==> config.mk <==
export PLATFORM = sky130hd
export DESIGN_NAME = signed_add_sub_mul_div_unit
export DESIGN_NICKNAME = d
export VERILOG_FILES = /design/src/rtl/asmd_pkg.sv /design/src/rtl/asmd_iter.sv /design/src/rtl/signed_add_sub_mul_div_unit.sv
export VERILOG_INCLUDE_DIRS = /design/src /design/src/rtl
export SDC_FILE = /design/constraint.sdc
export NUM_CORES = 1
export LEC_CHECK = 0
export ABC_AREA = 1
export ABC_CLOCK_PERIOD_IN_PS = 5060
export BUFFER_PORTS_ARGS = -buffer_cell sky130_fd_sc_hd__clkbuf_2
export CORE_MARGIN = 1
export CORE_UTILIZATION = 50
export CTS_CLUSTER_DIAMETER = 120
export DETAILED_ROUTE_END_ITERATION = 16
export GPL_TIMING_DRIVEN = 0
export PLACE_DENSITY = 0.68
export RECOVER_POWER = 25
export SETUP_SLACK_MARGIN = 0.5
export SLEW_MARGIN = 40
export SYNTH_ARGS = -nofsm -noshare
export SYNTH_HDL_FRONTEND = slang
export SYNTH_SLANG_ARGS = --single-unit
==> constraint.sdc <==
create_clock -name clk -period 5.06 [get_ports clk]
set_input_delay 0.506 -clock clk [delete_from_list [all_inputs] [get_ports clk]]
set_output_delay 0.506 -clock clk [all_outputs]
set_load 0.02 [all_outputs]
==> src/rtl/assert_macros.svh <==
// Assertion macros shared by the arithmetic unit RTL.
// The macros expect signals named clk and arst_n in the enclosing module.
`ifndef ASSERT_MACROS_SVH
`define ASSERT_MACROS_SVH

// Same-cycle implication, checked at every rising clock edge outside reset.
`define ASMD_ASSERT_NOW(lbl, ante, cons, msg) \
	lbl: assert property (@(posedge clk) disable iff (!arst_n) (ante) |-> (cons)) \
		else $error(msg);

// Next-cycle implication, checked at every rising clock edge outside reset.
`define ASMD_ASSERT_NEXT(lbl, ante, cons, msg) \
	lbl: assert property (@(posedge clk) disable iff (!arst_n) (ante) |=> (cons)) \
		else $error(msg);

`endif

==> src/rtl/asmd_pkg.sv <==
// Shared types and constants for the signed add/sub/mul/div unit.
// Used by asmd_iter and signed_add_sub_mul_div_unit; depends on nothing.
`timescale 1ns / 1ps

package asmd_pkg;

	localparam int DATA_WIDTH = 32;
	localparam int CNT_W = $clog2(DATA_WIDTH + 1);
	localparam logic [CNT_W-1:0] CNT_LOAD = CNT_W'(DATA_WIDTH);
	localparam logic [CNT_W-1:0] CNT_LAST = CNT_W'(1);

	localparam logic [1:0] MODE_ADD = 2'd0;
	localparam logic [1:0] MODE_SUB = 2'd1;
	localparam logic [1:0] MODE_MUL = 2'd2;
	localparam logic [1:0] MODE_DIV = 2'd3;

	typedef struct packed {
		logic [1:0]                   mode;
		logic signed [DATA_WIDTH-1:0] left_operand;
		logic signed [DATA_WIDTH-1:0] right_operand;
	} req_t;

	typedef struct packed {
		logic signed [DATA_WIDTH-1:0] main_result;
		logic signed [DATA_WIDTH-1:0] remainder_value;
		logic                         divide_by_zero;
	} rsp_t;

	typedef struct packed {
		logic start;
		logic divide;
	} iter_cmd_t;

	typedef struct packed {
		logic busy;
		logic done;
	} iter_stat_t;

	typedef enum logic [1:0] {
		ST_IDLE,
		ST_RUN,
		ST_DONE
	} state_t;

endpackage

==> src/rtl/asmd_iter.sv <==
// Radix-2 iterative shift-add multiplier and restoring shift-subtract divider.
// One shared adder, one operand bit per cycle. Depends on asmd_pkg.
`timescale 1ns / 1ps
`include "assert_macros.svh"

module asmd_iter (
	input  logic                               clk,
	input  logic                               arst_n,
	input  asmd_pkg::iter_cmd_t                cmd,
	input  logic [asmd_pkg::DATA_WIDTH-1:0]    op_a,
	input  logic [asmd_pkg::DATA_WIDTH-1:0]    op_b,
	output asmd_pkg::iter_stat_t               stat,
	output logic [asmd_pkg::DATA_WIDTH-1:0]    main_word,
	output logic [asmd_pkg::DATA_WIDTH-1:0]    rem_word
);

	logic                              busy_q;
	logic                              done_q;
	logic [asmd_pkg::CNT_W-1:0]        cnt_q;
	logic                              div_q;
	logic [asmd_pkg::DATA_WIDTH-1:0]   acc_q;
	logic [asmd_pkg::DATA_WIDTH-1:0]   sh_q;
	logic [asmd_pkg::DATA_WIDTH-1:0]   opd_q;

	logic [asmd_pkg::DATA_WIDTH:0]     add_x;
	logic [asmd_pkg::DATA_WIDTH:0]     add_y;
	logic [asmd_pkg::DATA_WIDTH:0]     add_sum;

	// Multiply adds the multiplicand into the accumulator; divide subtracts the
	// divisor from the partial remainder with the next dividend bit shifted in.
	always_comb begin
		if (div_q) begin
			add_x = {acc_q, sh_q[asmd_pkg::DATA_WIDTH-1]};
			add_y = ~{1'b0, opd_q};
		end else begin
			add_x = {1'b0, acc_q};
			add_y = {1'b0, opd_q};
		end
		add_sum = add_x + add_y + {{asmd_pkg::DATA_WIDTH{1'b0}}, div_q};
	end

	always_ff @(posedge clk or negedge arst_n) begin
		if (!arst_n) begin
			busy_q <= 1'b0;
			done_q <= 1'b0;
			cnt_q  <= '0;
		end else begin
			done_q <= 1'b0;
			if (cmd.start) begin
				busy_q <= 1'b1;
				cnt_q  <= asmd_pkg::CNT_LOAD;
			end else if (busy_q) begin
				cnt_q <= cnt_q - asmd_pkg::CNT_LAST;
				if (cnt_q == asmd_pkg::CNT_LAST) begin
					busy_q <= 1'b0;
					done_q <= 1'b1;
				end
			end
		end
	end

	always_ff @(posedge clk) begin
		if (cmd.start) begin
			div_q <= cmd.divide;
			acc_q <= '0;
			if (cmd.divide) begin
				sh_q  <= op_a;
				opd_q <= op_b;
			end else begin
				sh_q  <= op_b;
				opd_q <= op_a;
			end
		end else if (busy_q) begin
			if (div_q) begin
				// A clear borrow means the trial subtraction fits.
				if (!add_sum[asmd_pkg::DATA_WIDTH]) begin
					acc_q <= add_sum[asmd_pkg::DATA_WIDTH-1:0];
				end else begin
					acc_q <= add_x[asmd_pkg::DATA_WIDTH-1:0];
				end
				sh_q <= {sh_q[asmd_pkg::DATA_WIDTH-2:0], ~add_sum[asmd_pkg::DATA_WIDTH]};
			end else begin
				if (sh_q[0]) begin
					acc_q <= add_sum[asmd_pkg::DATA_WIDTH-1:0];
				end
				sh_q  <= {1'b0, sh_q[asmd_pkg::DATA_WIDTH-1:1]};
				opd_q <= {opd_q[asmd_pkg::DATA_WIDTH-2:0], 1'b0};
			end
		end
	end

	assign stat.busy = busy_q;
	assign stat.done = done_q;
	assign main_word = div_q ? sh_q : acc_q;
	assign rem_word  = acc_q;

	`ASMD_ASSERT_NOW(a_start_when_free, cmd.start, !busy_q, "start while iterating")
	`ASMD_ASSERT_NOW(a_done_ends_busy, done_q, !busy_q && (cnt_q == '0), "done while still busy")

endmodule

==> src/rtl/signed_add_sub_mul_div_unit.sv <==
// Signed add/sub/mul/div unit, top level; uses asmd_pkg and asmd_iter.
// From accepted word to result word: add, subtract and a zero divisor go through the staging
// register to the output register; multiply and divide first run the one-bit-per-cycle loop.
// One word is in work at a time: a new word is taken only once the last result has moved to
// the output register, and a finished result may wait there while the next is taken.
// Reset (arst_n low, asynchronous) empties the unit and drops the output word.
`timescale 1ns / 1ps
`include "assert_macros.svh"

module signed_add_sub_mul_div_unit (
	input  logic            clk,
	input  logic            arst_n,
	input  logic            req_valid,
	output logic            req_stall,
	input  asmd_pkg::req_t  req,
	output logic            rsp_valid,
	input  logic            rsp_stall,
	output asmd_pkg::rsp_t  rsp
);

	// Control state.
	asmd_pkg::state_t      state_q;
	asmd_pkg::state_t      state_d;
	logic                  rsp_valid_q;

	// Per-word context captured when a word is accepted.
	logic                  div_q;
	logic                  qneg_q;
	logic                  rneg_q;

	// Finished result waiting for the output register, and the output register.
	logic [asmd_pkg::DATA_WIDTH-1:0] res_q;
	logic [asmd_pkg::DATA_WIDTH-1:0] rem_q;
	logic                            dz_q;
	asmd_pkg::rsp_t                  rsp_q;

	// Strobes from the control block.
	logic                  load_fast;
	logic                  load_core;
	logic                  load_out;
	logic                  out_free;

	// Operand views of the incoming word.
	logic [asmd_pkg::DATA_WIDTH-1:0] opnd_a;
	logic [asmd_pkg::DATA_WIDTH-1:0] opnd_b;
	logic [asmd_pkg::DATA_WIDTH-1:0] mag_a;
	logic [asmd_pkg::DATA_WIDTH-1:0] mag_b;
	logic                            b_zero;
	logic [asmd_pkg::DATA_WIDTH-1:0] fast_res;

	// Iterative unit interface.
	asmd_pkg::iter_cmd_t             cmd;
	asmd_pkg::iter_stat_t            stat;
	logic [asmd_pkg::DATA_WIDTH-1:0] core_a;
	logic [asmd_pkg::DATA_WIDTH-1:0] core_b;
	logic [asmd_pkg::DATA_WIDTH-1:0] core_main;
	logic [asmd_pkg::DATA_WIDTH-1:0] core_rem;

	// The divider works on unsigned magnitudes, so the most negative value
	// (whose magnitude needs the full unsigned width) divides correctly.
	assign opnd_a = req.left_operand;
	assign opnd_b = req.right_operand;
	assign mag_a  = opnd_a[asmd_pkg::DATA_WIDTH-1] ? (~opnd_a + 1'b1) : opnd_a;
	assign mag_b  = opnd_b[asmd_pkg::DATA_WIDTH-1] ? (~opnd_b + 1'b1) : opnd_b;
	assign b_zero = (opnd_b == '0);

	// Add and subtract finish in the accept cycle. A zero divisor also takes
	// this path and returns zero for both quotient and remainder.
	always_comb begin
		case (req.mode)
			asmd_pkg::MODE_ADD: fast_res = opnd_a + opnd_b;
			asmd_pkg::MODE_SUB: fast_res = opnd_a - opnd_b;
			default:            fast_res = '0;
		endcase
	end

	// Multiply feeds the raw operands; the low product bits are the same for
	// signed and unsigned operands. Divide feeds the magnitudes.
	assign core_a     = (req.mode == asmd_pkg::MODE_DIV) ? mag_a : opnd_a;
	assign core_b     = (req.mode == asmd_pkg::MODE_DIV) ? mag_b : opnd_b;

	// The output register can take a new word when it is empty or its word is
	// being taken in this cycle.
	assign out_free = !rsp_valid_q || !rsp_stall;

	always_ff @(posedge clk or negedge arst_n) begin
		if (!arst_n) begin
			state_q <= asmd_pkg::ST_IDLE;
		end else begin
			state_q <= state_d;
		end
	end

	// Next state and strobes. Input words are taken only in the idle state,
	// which the unit reaches again as soon as the result has moved to the
	// output register, even if that word is still stalled there.
	always_comb begin
		state_d    = state_q;
		cmd.start  = 1'b0;
		cmd.divide = (req.mode == asmd_pkg::MODE_DIV);
		load_fast  = 1'b0;
		load_core  = 1'b0;
		load_out   = 1'b0;
		req_stall  = 1'b1;
		unique case (state_q)
			asmd_pkg::ST_IDLE: begin
				req_stall = 1'b0;
				if (req_valid) begin
					if ((req.mode == asmd_pkg::MODE_MUL) ||
					    ((req.mode == asmd_pkg::MODE_DIV) && !b_zero)) begin
						cmd.start = 1'b1;
						state_d   = asmd_pkg::ST_RUN;
					end else begin
						load_fast = 1'b1;
						state_d   = asmd_pkg::ST_DONE;
					end
				end
			end
			asmd_pkg::ST_RUN: begin
				if (stat.done) begin
					load_core = 1'b1;
					state_d   = asmd_pkg::ST_DONE;
				end
			end
			asmd_pkg::ST_DONE: begin
				if (out_free) begin
					load_out = 1'b1;
					state_d  = asmd_pkg::ST_IDLE;
				end
			end
			default: begin
				state_d = asmd_pkg::ST_IDLE;
			end
		endcase
	end

	// Result staging. The quotient takes its sign from the operand signs and
	// the remainder takes the dividend's sign; both are fixed up here once the
	// iteration is over.
	always_ff @(posedge clk) begin
		if (cmd.start) begin
			div_q  <= cmd.divide;
			qneg_q <= opnd_a[asmd_pkg::DATA_WIDTH-1] ^ opnd_b[asmd_pkg::DATA_WIDTH-1];
			rneg_q <= opnd_a[asmd_pkg::DATA_WIDTH-1];
		end
		if (load_fast) begin
			res_q <= fast_res;
			rem_q <= '0;
			dz_q  <= (req.mode == asmd_pkg::MODE_DIV);
		end else if (load_core) begin
			dz_q <= 1'b0;
			if (div_q) begin
				res_q <= qneg_q ? (~core_main + 1'b1) : core_main;
				rem_q <= rneg_q ? (~core_rem + 1'b1) : core_rem;
			end else begin
				res_q <= core_main;
				rem_q <= '0;
			end
		end
	end

	// Output register: parts the result side from the work in progress.
	always_ff @(posedge clk or negedge arst_n) begin
		if (!arst_n) begin
			rsp_valid_q <= 1'b0;
		end else if (load_out) begin
			rsp_valid_q <= 1'b1;
		end else if (!rsp_stall) begin
			rsp_valid_q <= 1'b0;
		end
	end

	always_ff @(posedge clk) begin
		if (load_out) begin
			rsp_q.main_result     <= res_q;
			rsp_q.remainder_value <= rem_q;
			rsp_q.divide_by_zero  <= dz_q;
		end
	end

	assign rsp_valid = rsp_valid_q;
	assign rsp       = rsp_q;

	asmd_iter u_iter (
		.clk       (clk),
		.arst_n    (arst_n),
		.cmd       (cmd),
		.op_a      (core_a),
		.op_b      (core_b),
		.stat      (stat),
		.main_word (core_main),
		.rem_word  (core_rem)
	);

	`ASMD_ASSERT_NOW(a_run_has_core, state_q == asmd_pkg::ST_RUN, stat.busy || stat.done,
		"run state without active iteration")
	`ASMD_ASSERT_NOW(a_dz_zero_result, rsp_valid_q && rsp_q.divide_by_zero,
		(rsp_q.main_result == '0) && (rsp_q.remainder_value == '0),
		"zero divisor with nonzero result")

endmodule

==> metrics.cfg, run 1 <==
[sta]
period_share_pct = 88.3
max_freq_mhz = 224
fin_skew_ps = 35.4
finalSetupViolations = 0
slew_headroom_pct = -9.54
tightest_slew_ps = 1640
drv_slew = 12
hold_viol = 0
period_needed_ps = 4470
setup_tns_ps = 0
rsz0062_at_grt = no

[detailed_routing]
avgViaCountPerCell = 5.97
avgRoutedWirePerCell_um = 22.0
drc = 0
drt_iter0_drc = 2359
routed-via-count = 19718
drt_pass1_iterations = 6
postRouteWirelength_um = 72700
ant_nets = 0

[clock_tree]
insertion_delay_ps = 590
cts_buffers = 27
htree_levels = 1
path_clk_slew_ps = 70
ctsRootBufferMaster = clkbuf_16
cts_tree = built
cts_setup_buffers = 0
clockBufferDepth = 3
cts.sinks = 240

[cells_and_area]
fin_util_pct = 57.1
finish.cell_count_without_fillers = 3304
fin_area_um2 = 20900
multi_input_area_um2 = 10600
nFillCells = 3630
fin_nets = 2956
drive_gt1_share_pct = 10.5
diodes = 0
seq_area_um2 = 6510
area_delta_synth_final_pct = 12.4

[critical_path]
path_common_cell = nand2_1
cp-end-kind = register
path_cells = buf_6, inv_4, buf_6, clkbuf_2, clkbuf_2, o21ai_0, ha_1, a21oi_1, nand2_1, nand2_1, nand2_1, a21oi_2, nand3_2, nand3_4, buf_2, nand3_1, nand2_1, a21oi_1
reg2regPathDepth = 18
r2r-end = u_iter.rem_word[28]
r2r-start = u_iter.div_q
worstPathRequired_ps = 5490
r2r_slack_ps = 590
max_stage_delay_ps = 600
startpoint_type = register
worstSetupEndpoint = u_iter.rem_word[28]
arrival_ps = 4900
critPathKind = register to register
critPathLaunch = u_iter.div_q
cp_slowest_cell = o21ai_0
critPathMaxFanout = 10

[job]
max_cap_viol_count = 1

[synthesis]
yosysMostFrequentCell = nand2_1
yosysSeqAreaShare_pct = 35.0
synth_fp_nets = 2787
synth_edf_count = 165
synth_ff_type = edfxtp_1
synthCells = 2646
synthArstFlopShare_pct = 4.58
syn_area_um2 = 18600
netlist_top_cells_area = edfxtp_1, nand2_1, dfxtp_1
yosysTopAreaCell = edfxtp_1
avgSynthCellArea_um2 = 7.03
synth_common_cells = nand2_1, nor2_1, inv_1
yosys_warnings = 0
synth-seq-cells = 240
synth.top_cell.area_share_pct = 26.6
ys_types = 54

[grt]
grt.total_usage_pct = 37.7
overflow = 0
grt_max_degree = 35
antenna_found_initial = 2
grt_pass1_vias = 17671
grt_pass1_wl_um = 107000

[power_and_ir_drop]
p_leak_uw = 0.00950
power_density_nw_per_um2 = 592
total_power_uw = 12400
ir_worst_vdd_v = 0.000390

[min_path]
hp-class = input pin to register

[placement]
io_buffers = 134
dp.cells = 3253
routabilityCongestion = 1.06
place_area_um2 = 20000
hpwlAfterDp_um = 59800

[floorplanning]
row_count = 70
core_um2 = 36600
die_h_um = 195
dieArea_um2 = 38000
initial_core_util_pct = 50.8
die_w_um = 195
io_pins = 137

[status]
status = complete, but fails checks
violations = capacitance limit, slew limit

[power breakdown]
group | total [uW] | internal (uW) | switching [uW]
sequential | 3350 | 2900 | 449
clock | 2180 | 1300 | 877
combinational | 6840 | 2100 | 4740
total | 12400 | 6310 | 6060
[worst max-delay path, delay by kind of cell (launching register included)]
kind	cells	cell delay, ps
AOI/OAI and AO/OA	4	1240
buffers and inverters	6	1160
adders and majority gates	1	440
and+or+nand+nor	7	1080
DFF	1	340
[stage by stage]
stage / hold slack [ps] / setup slack, ps
2_1_floorplan: 210 / 843
3_3_place_gp: 384 / -527
3_5_place_dp: 386 / 613
4_1_cts: 208 / 566
5_1_grt: 220 / 501
6_report: 176 / 593
[placed cells by master (no fill, tap or decap), types with 27 or more instances in the layout]
cell	synthesis	layout
xnor2_1	30	30
a21oi_1	192	192
clkbuf_1	46	80
ha_1	69	69
clkbuf_2	0	105
inv_1	245	245
edfxtp_1	165	165
o21ai_0	216	215
a31oi_1	32	32
nand2_1	693	692
nor3_1	33	33
nand3_1	142	142
nor2_1	303	303
clkbuf_16	0	27
nand4_1	39	39
xor2_1	92	92
dfxtp_1	64	64
[cell families after synthesis]
family / share of synthesized area, %
flip-flops: 35.0
XOR/XNOR: 5.75
AND/OR/NAND/NOR: 29.2
AO/OA/AOI/OAI: 16.9
multiplexers: 0.161
adder cells (fa/ha/maj): 4.86
buffers and inverters: 8.10
[sequential cells by signal (all words and copies together), names as in the netlist, 2 cells and up]
| name | cells |
|---|---|
| u_iter.sh_q | 32 |
| rem_q | 32 |
| rsp | 65 |
| u_iter.rem_word | 32 |
| state_q | 2 |
| u_iter.opd_q | 32 |
| u_iter.cnt_q | 6 |
| res_q | 32 |
[area by class of cell]
type                       count  area share (%)
clock inverter                19            1.36
inverter                     261            4.70
buffer                        99            2.54
clock buffer                  31            3.30
tap                          468            2.80
multi-input combinational   2046            50.7
sequential                   240            31.1
timing repair buffer         140            3.48
[routing by layer]
layer / share of wire, % / GRT usage [%] / routed length [um] / vias to the layer above
met5: 0.018 / 0 / 13 / -
met4: 4.4 / 15.0 / 3210 / 2
met3: 12 / 7.79 / 8370 / 170
met2: 41 / 55.4 / 30000 / 1167
met1: 43 / 53.9 / 31100 / 9150
li1: - / - / - / 9229
[worst min-delay path by stage]
stage | end | startpoint | cells past startpoint | slack [ps]
6_report | rsp_valid | rsp_stall | 3 | 180
5_1_grt | rsp_valid | rsp_stall | 3 | 220
4_1_cts | rsp_valid | rsp_stall | 3 | 210
3_5_place_dp | u_iter.cnt_q[1] | arst_n | 1 | 390
3_3_place_gp | u_iter.cnt_q[0] | arst_n | 1 | 380
2_1_floorplan | rsp_valid | arst_n | 0 | 210
[timing repair]
action / CTS / global route
endpoints found under the setup margin: 0 / 25
hold buffers: 1 / 0
endpoints found under the hold margin: 11 / 0
resized for setup: 0 / 7
(Power assumes the default switching activity.)
==> inputs of run 2 (changes only) <==
CORE_UTILIZATION = 60   (was 50)
PLACE_DENSITY = 0.79   (was 0.68)
SYNTH_HIERARCHICAL = 1   (was unset)
==> run 2 against run 1 <==
The run now ends clean. Global-route usage increased by 5.1 points. Wire length rose by 0.43%. Synthesized cell count increased by 13%. Highest routed layer unchanged.
==> metrics.cfg, run 2 <==
[status]
status = complete, no violations  ; was complete, but fails checks

[clock_tree]
clockBufferDepth = 3  ; unchanged
cts_tree = built  ; unchanged
cts_setup_buffers = 0  ; unchanged
ctsRootBufferMaster = clkbuf_16  ; unchanged
cts.sinks = 241  ; was 240
htree_levels = 1  ; unchanged
path_clk_slew_ps = 70  ; about the same
insertion_delay_ps = 560  ; was 590 ps
cts_buffers = 26  ; was 27

[cells_and_area]
largest_reg_flops = 65  ; unchanged
layout_common_cells = nand2_1, inv_1, nor2_1  ; was nand2_1, nor2_1, inv_1
diodes = 0  ; unchanged
area_delta_synth_final_pct = 10.6  ; was 12.4%
final_common_cell = nand2_1  ; unchanged
drive_gt1_share_pct = 8.15  ; was 10.5%
fin_nets = 3298  ; was 2,956
finish.cell_count_without_fillers = 3619  ; was 3,304

[detailed_routing]
drc = 0  ; unchanged
drt_pass1_iterations = 8  ; was 6
drt_iter0_drc = 3083  ; was 2,359
ant_nets = 0  ; unchanged
avgViaCountPerCell = 6.02  ; was 5.97
avgRoutedWirePerCell_um = 20.2  ; was 22.0 um
postRouteWirelength_um = 73000  ; was 72,700 um
routed-via-count = 21770  ; was 19,718

[min_path]
hp-class = input pin to register  ; unchanged

[critical_path]
worstSetupEndpoint = u_iter/sh_q[1]  ; was u_iter.rem_word[28]
critPathLaunch = req[65]  ; was u_iter.div_q
critPathMaxFanout = 33  ; was 10
cp-end-kind = register  ; unchanged
r2r_slack_ps = 750  ; was 590 ps
startpoint_type = input pin  ; was register
r2r-start = u_iter/div_q  ; was u_iter.div_q
critPathKind = input pin to register  ; was register to register
arrival_ps = 4720  ; was 4900 ps
reg2regPathDepth = 19  ; was 18
r2r-end = u_iter/rem_word[18]  ; was u_iter.rem_word[28]
worstPathRequired_ps = 5240  ; was 5490 ps

[sta]
setup_tns_ps = 0  ; unchanged
finalSetupViolations = 0  ; unchanged
rsz0062_at_grt = no  ; unchanged
tightest_slew_ps = 1130  ; was 1640 ps
period_share_pct = 89.6  ; was 88.3%
period_needed_ps = 4530  ; was 4470 ps
slew_headroom_pct = 24.7  ; was -9.54%
drv_slew = 0  ; was 12
max_freq_mhz = 221  ; was 224 MHz
hold_viol = 0  ; unchanged
fin_skew_ps = 18.0  ; was 35.4 ps
setup_slack_ps = 529  ; was 593 ps

[grt]
grt_max_degree = 34  ; was 35
grt.total_usage_pct = 42.8  ; was 37.7%
overflow = 0  ; unchanged
grt_pass1_vias = 19453  ; was 17,671
antenna_found_initial = 1  ; was 2
grt_pass1_wl_um = 108000  ; was 107,000 um

[floorplanning]
io_pins = 137  ; unchanged
row_count = 66  ; was 70
die_h_um = 183  ; was 195 um
dieArea_um2 = 33600  ; was 38,000 um2
core_um2 = 32500  ; was 36,600 um2
initial_core_util_pct = 60.8  ; was 50.8%
die_w_um = 183  ; was 195 um

[placement]
dp.cells = 3570  ; was 3,253
io_buffers = 135  ; was 134
dp_slack_ps = 632  ; was 613 ps
hpwlAfterDp_um = 58800  ; was 59,800 um
routabilityCongestion = 1.11  ; was 1.06

[synthesis]
yosys_warnings = 6  ; was 0
synth_fp_nets = 3130  ; was 2,787
syn_area_um2 = 19700  ; was 18,600 um2
synthCells = 2989  ; was 2,646
avgSynthCellArea_um2 = 6.60  ; was 7.03 um2

[job]
max_cap_viol_count = 0  ; was 1

[power_and_ir_drop]
p_leak_uw = 0.0106  ; was 0.00950 uW
total_power_uw = 12500  ; was 12,400 uW
power_density_nw_per_um2 = 575  ; was 592 nW/um2
ir_worst_vdd_v = 0.000558  ; was 0.000390 V

## run 2: cell count changes in the layout (fill, tap and decap cells not counted), moves of 13 or more
cell,before,now
nand2_1,692,915
xor2_1,92,78
inv_1,245,371
a31oi_1,32,3
a21oi_1,192,178
buf_2,25,12
o21ai_1,24,7
clkbuf_1,80,93
nand3_1,142,208
o211ai_1,25,2
o21ai_0,215,267
clkbuf_2,105,118
a22oi_1,5,30
## run 2: final cells by class
type / count / area (um2)
Fill cell: 2874 / 10600
Clock inverter: 10 / 68.8
Sequential cell: 241 / 6540
Multi-Input combinational cell: 2267 / 11300
Timing Repair Buffer: 140 / 712
Inverter: 382 / 1430
Buffer: 99 / 485
Tap cell: 442 / 553
Clock buffer: 38 / 737
## run 2: layer usage
metal	track usage, %	wire (um)	vias to the layer above
li1	-	-	10066
met1	55.7	28300	9924
met2	64.7	30500	1510
met3	14.3	10600	268
met4	18.4	3610	2
met5	0	12	-
## run 2: per-stage QoR
stage               cell area [um2]  util, %  hold slack [ps]
floorplan                     19700        -              210
global placement              20900     64.6              402
detailed placement            21000     64.9              405
CTS                           21900     67.4              268
global route                  21800     67.2              259
finish                        21800     67.2              258
## run 2: repair_timing
action / 4_1_cts / 5_1_grt
gates resized for setup: 0 / 2
setup endpoints to repair: 0 / 6
hold endpoints to repair: 11 / 0
hold buffers: 1 / 0
## run 2: how the worst min path moves through the flow
stage | slack [ps] | cells past startpoint | startpoint | endpoint
finish | 260 | 3 | rsp_stall | rsp_valid
global route | 260 | 3 | rsp_stall | rsp_valid
CTS | 270 | 3 | rsp_stall | rsp_valid
detailed placement | 400 | 0 | res_q[5] | rsp[38]
global placement | 400 | 0 | res_q[22] | rsp[55]
floorplan | 210 | 0 | arst_n | rsp_valid
## run 2: power breakdown
part           total, uW  switching [uW]  internal, uW
registers           3510             597          2910
logic               7220            5030          2180
clock network       1820             807          1020
## run 2: critical path: stages
cell and delay, ps:
clkbuf_1 340, nand2_1 340, inv_1 690, o21ai_2 320, nand2_1 220, inv_1 70
nor2_1 570, clkbuf_1 800, nor2_1 180, inv_2 610
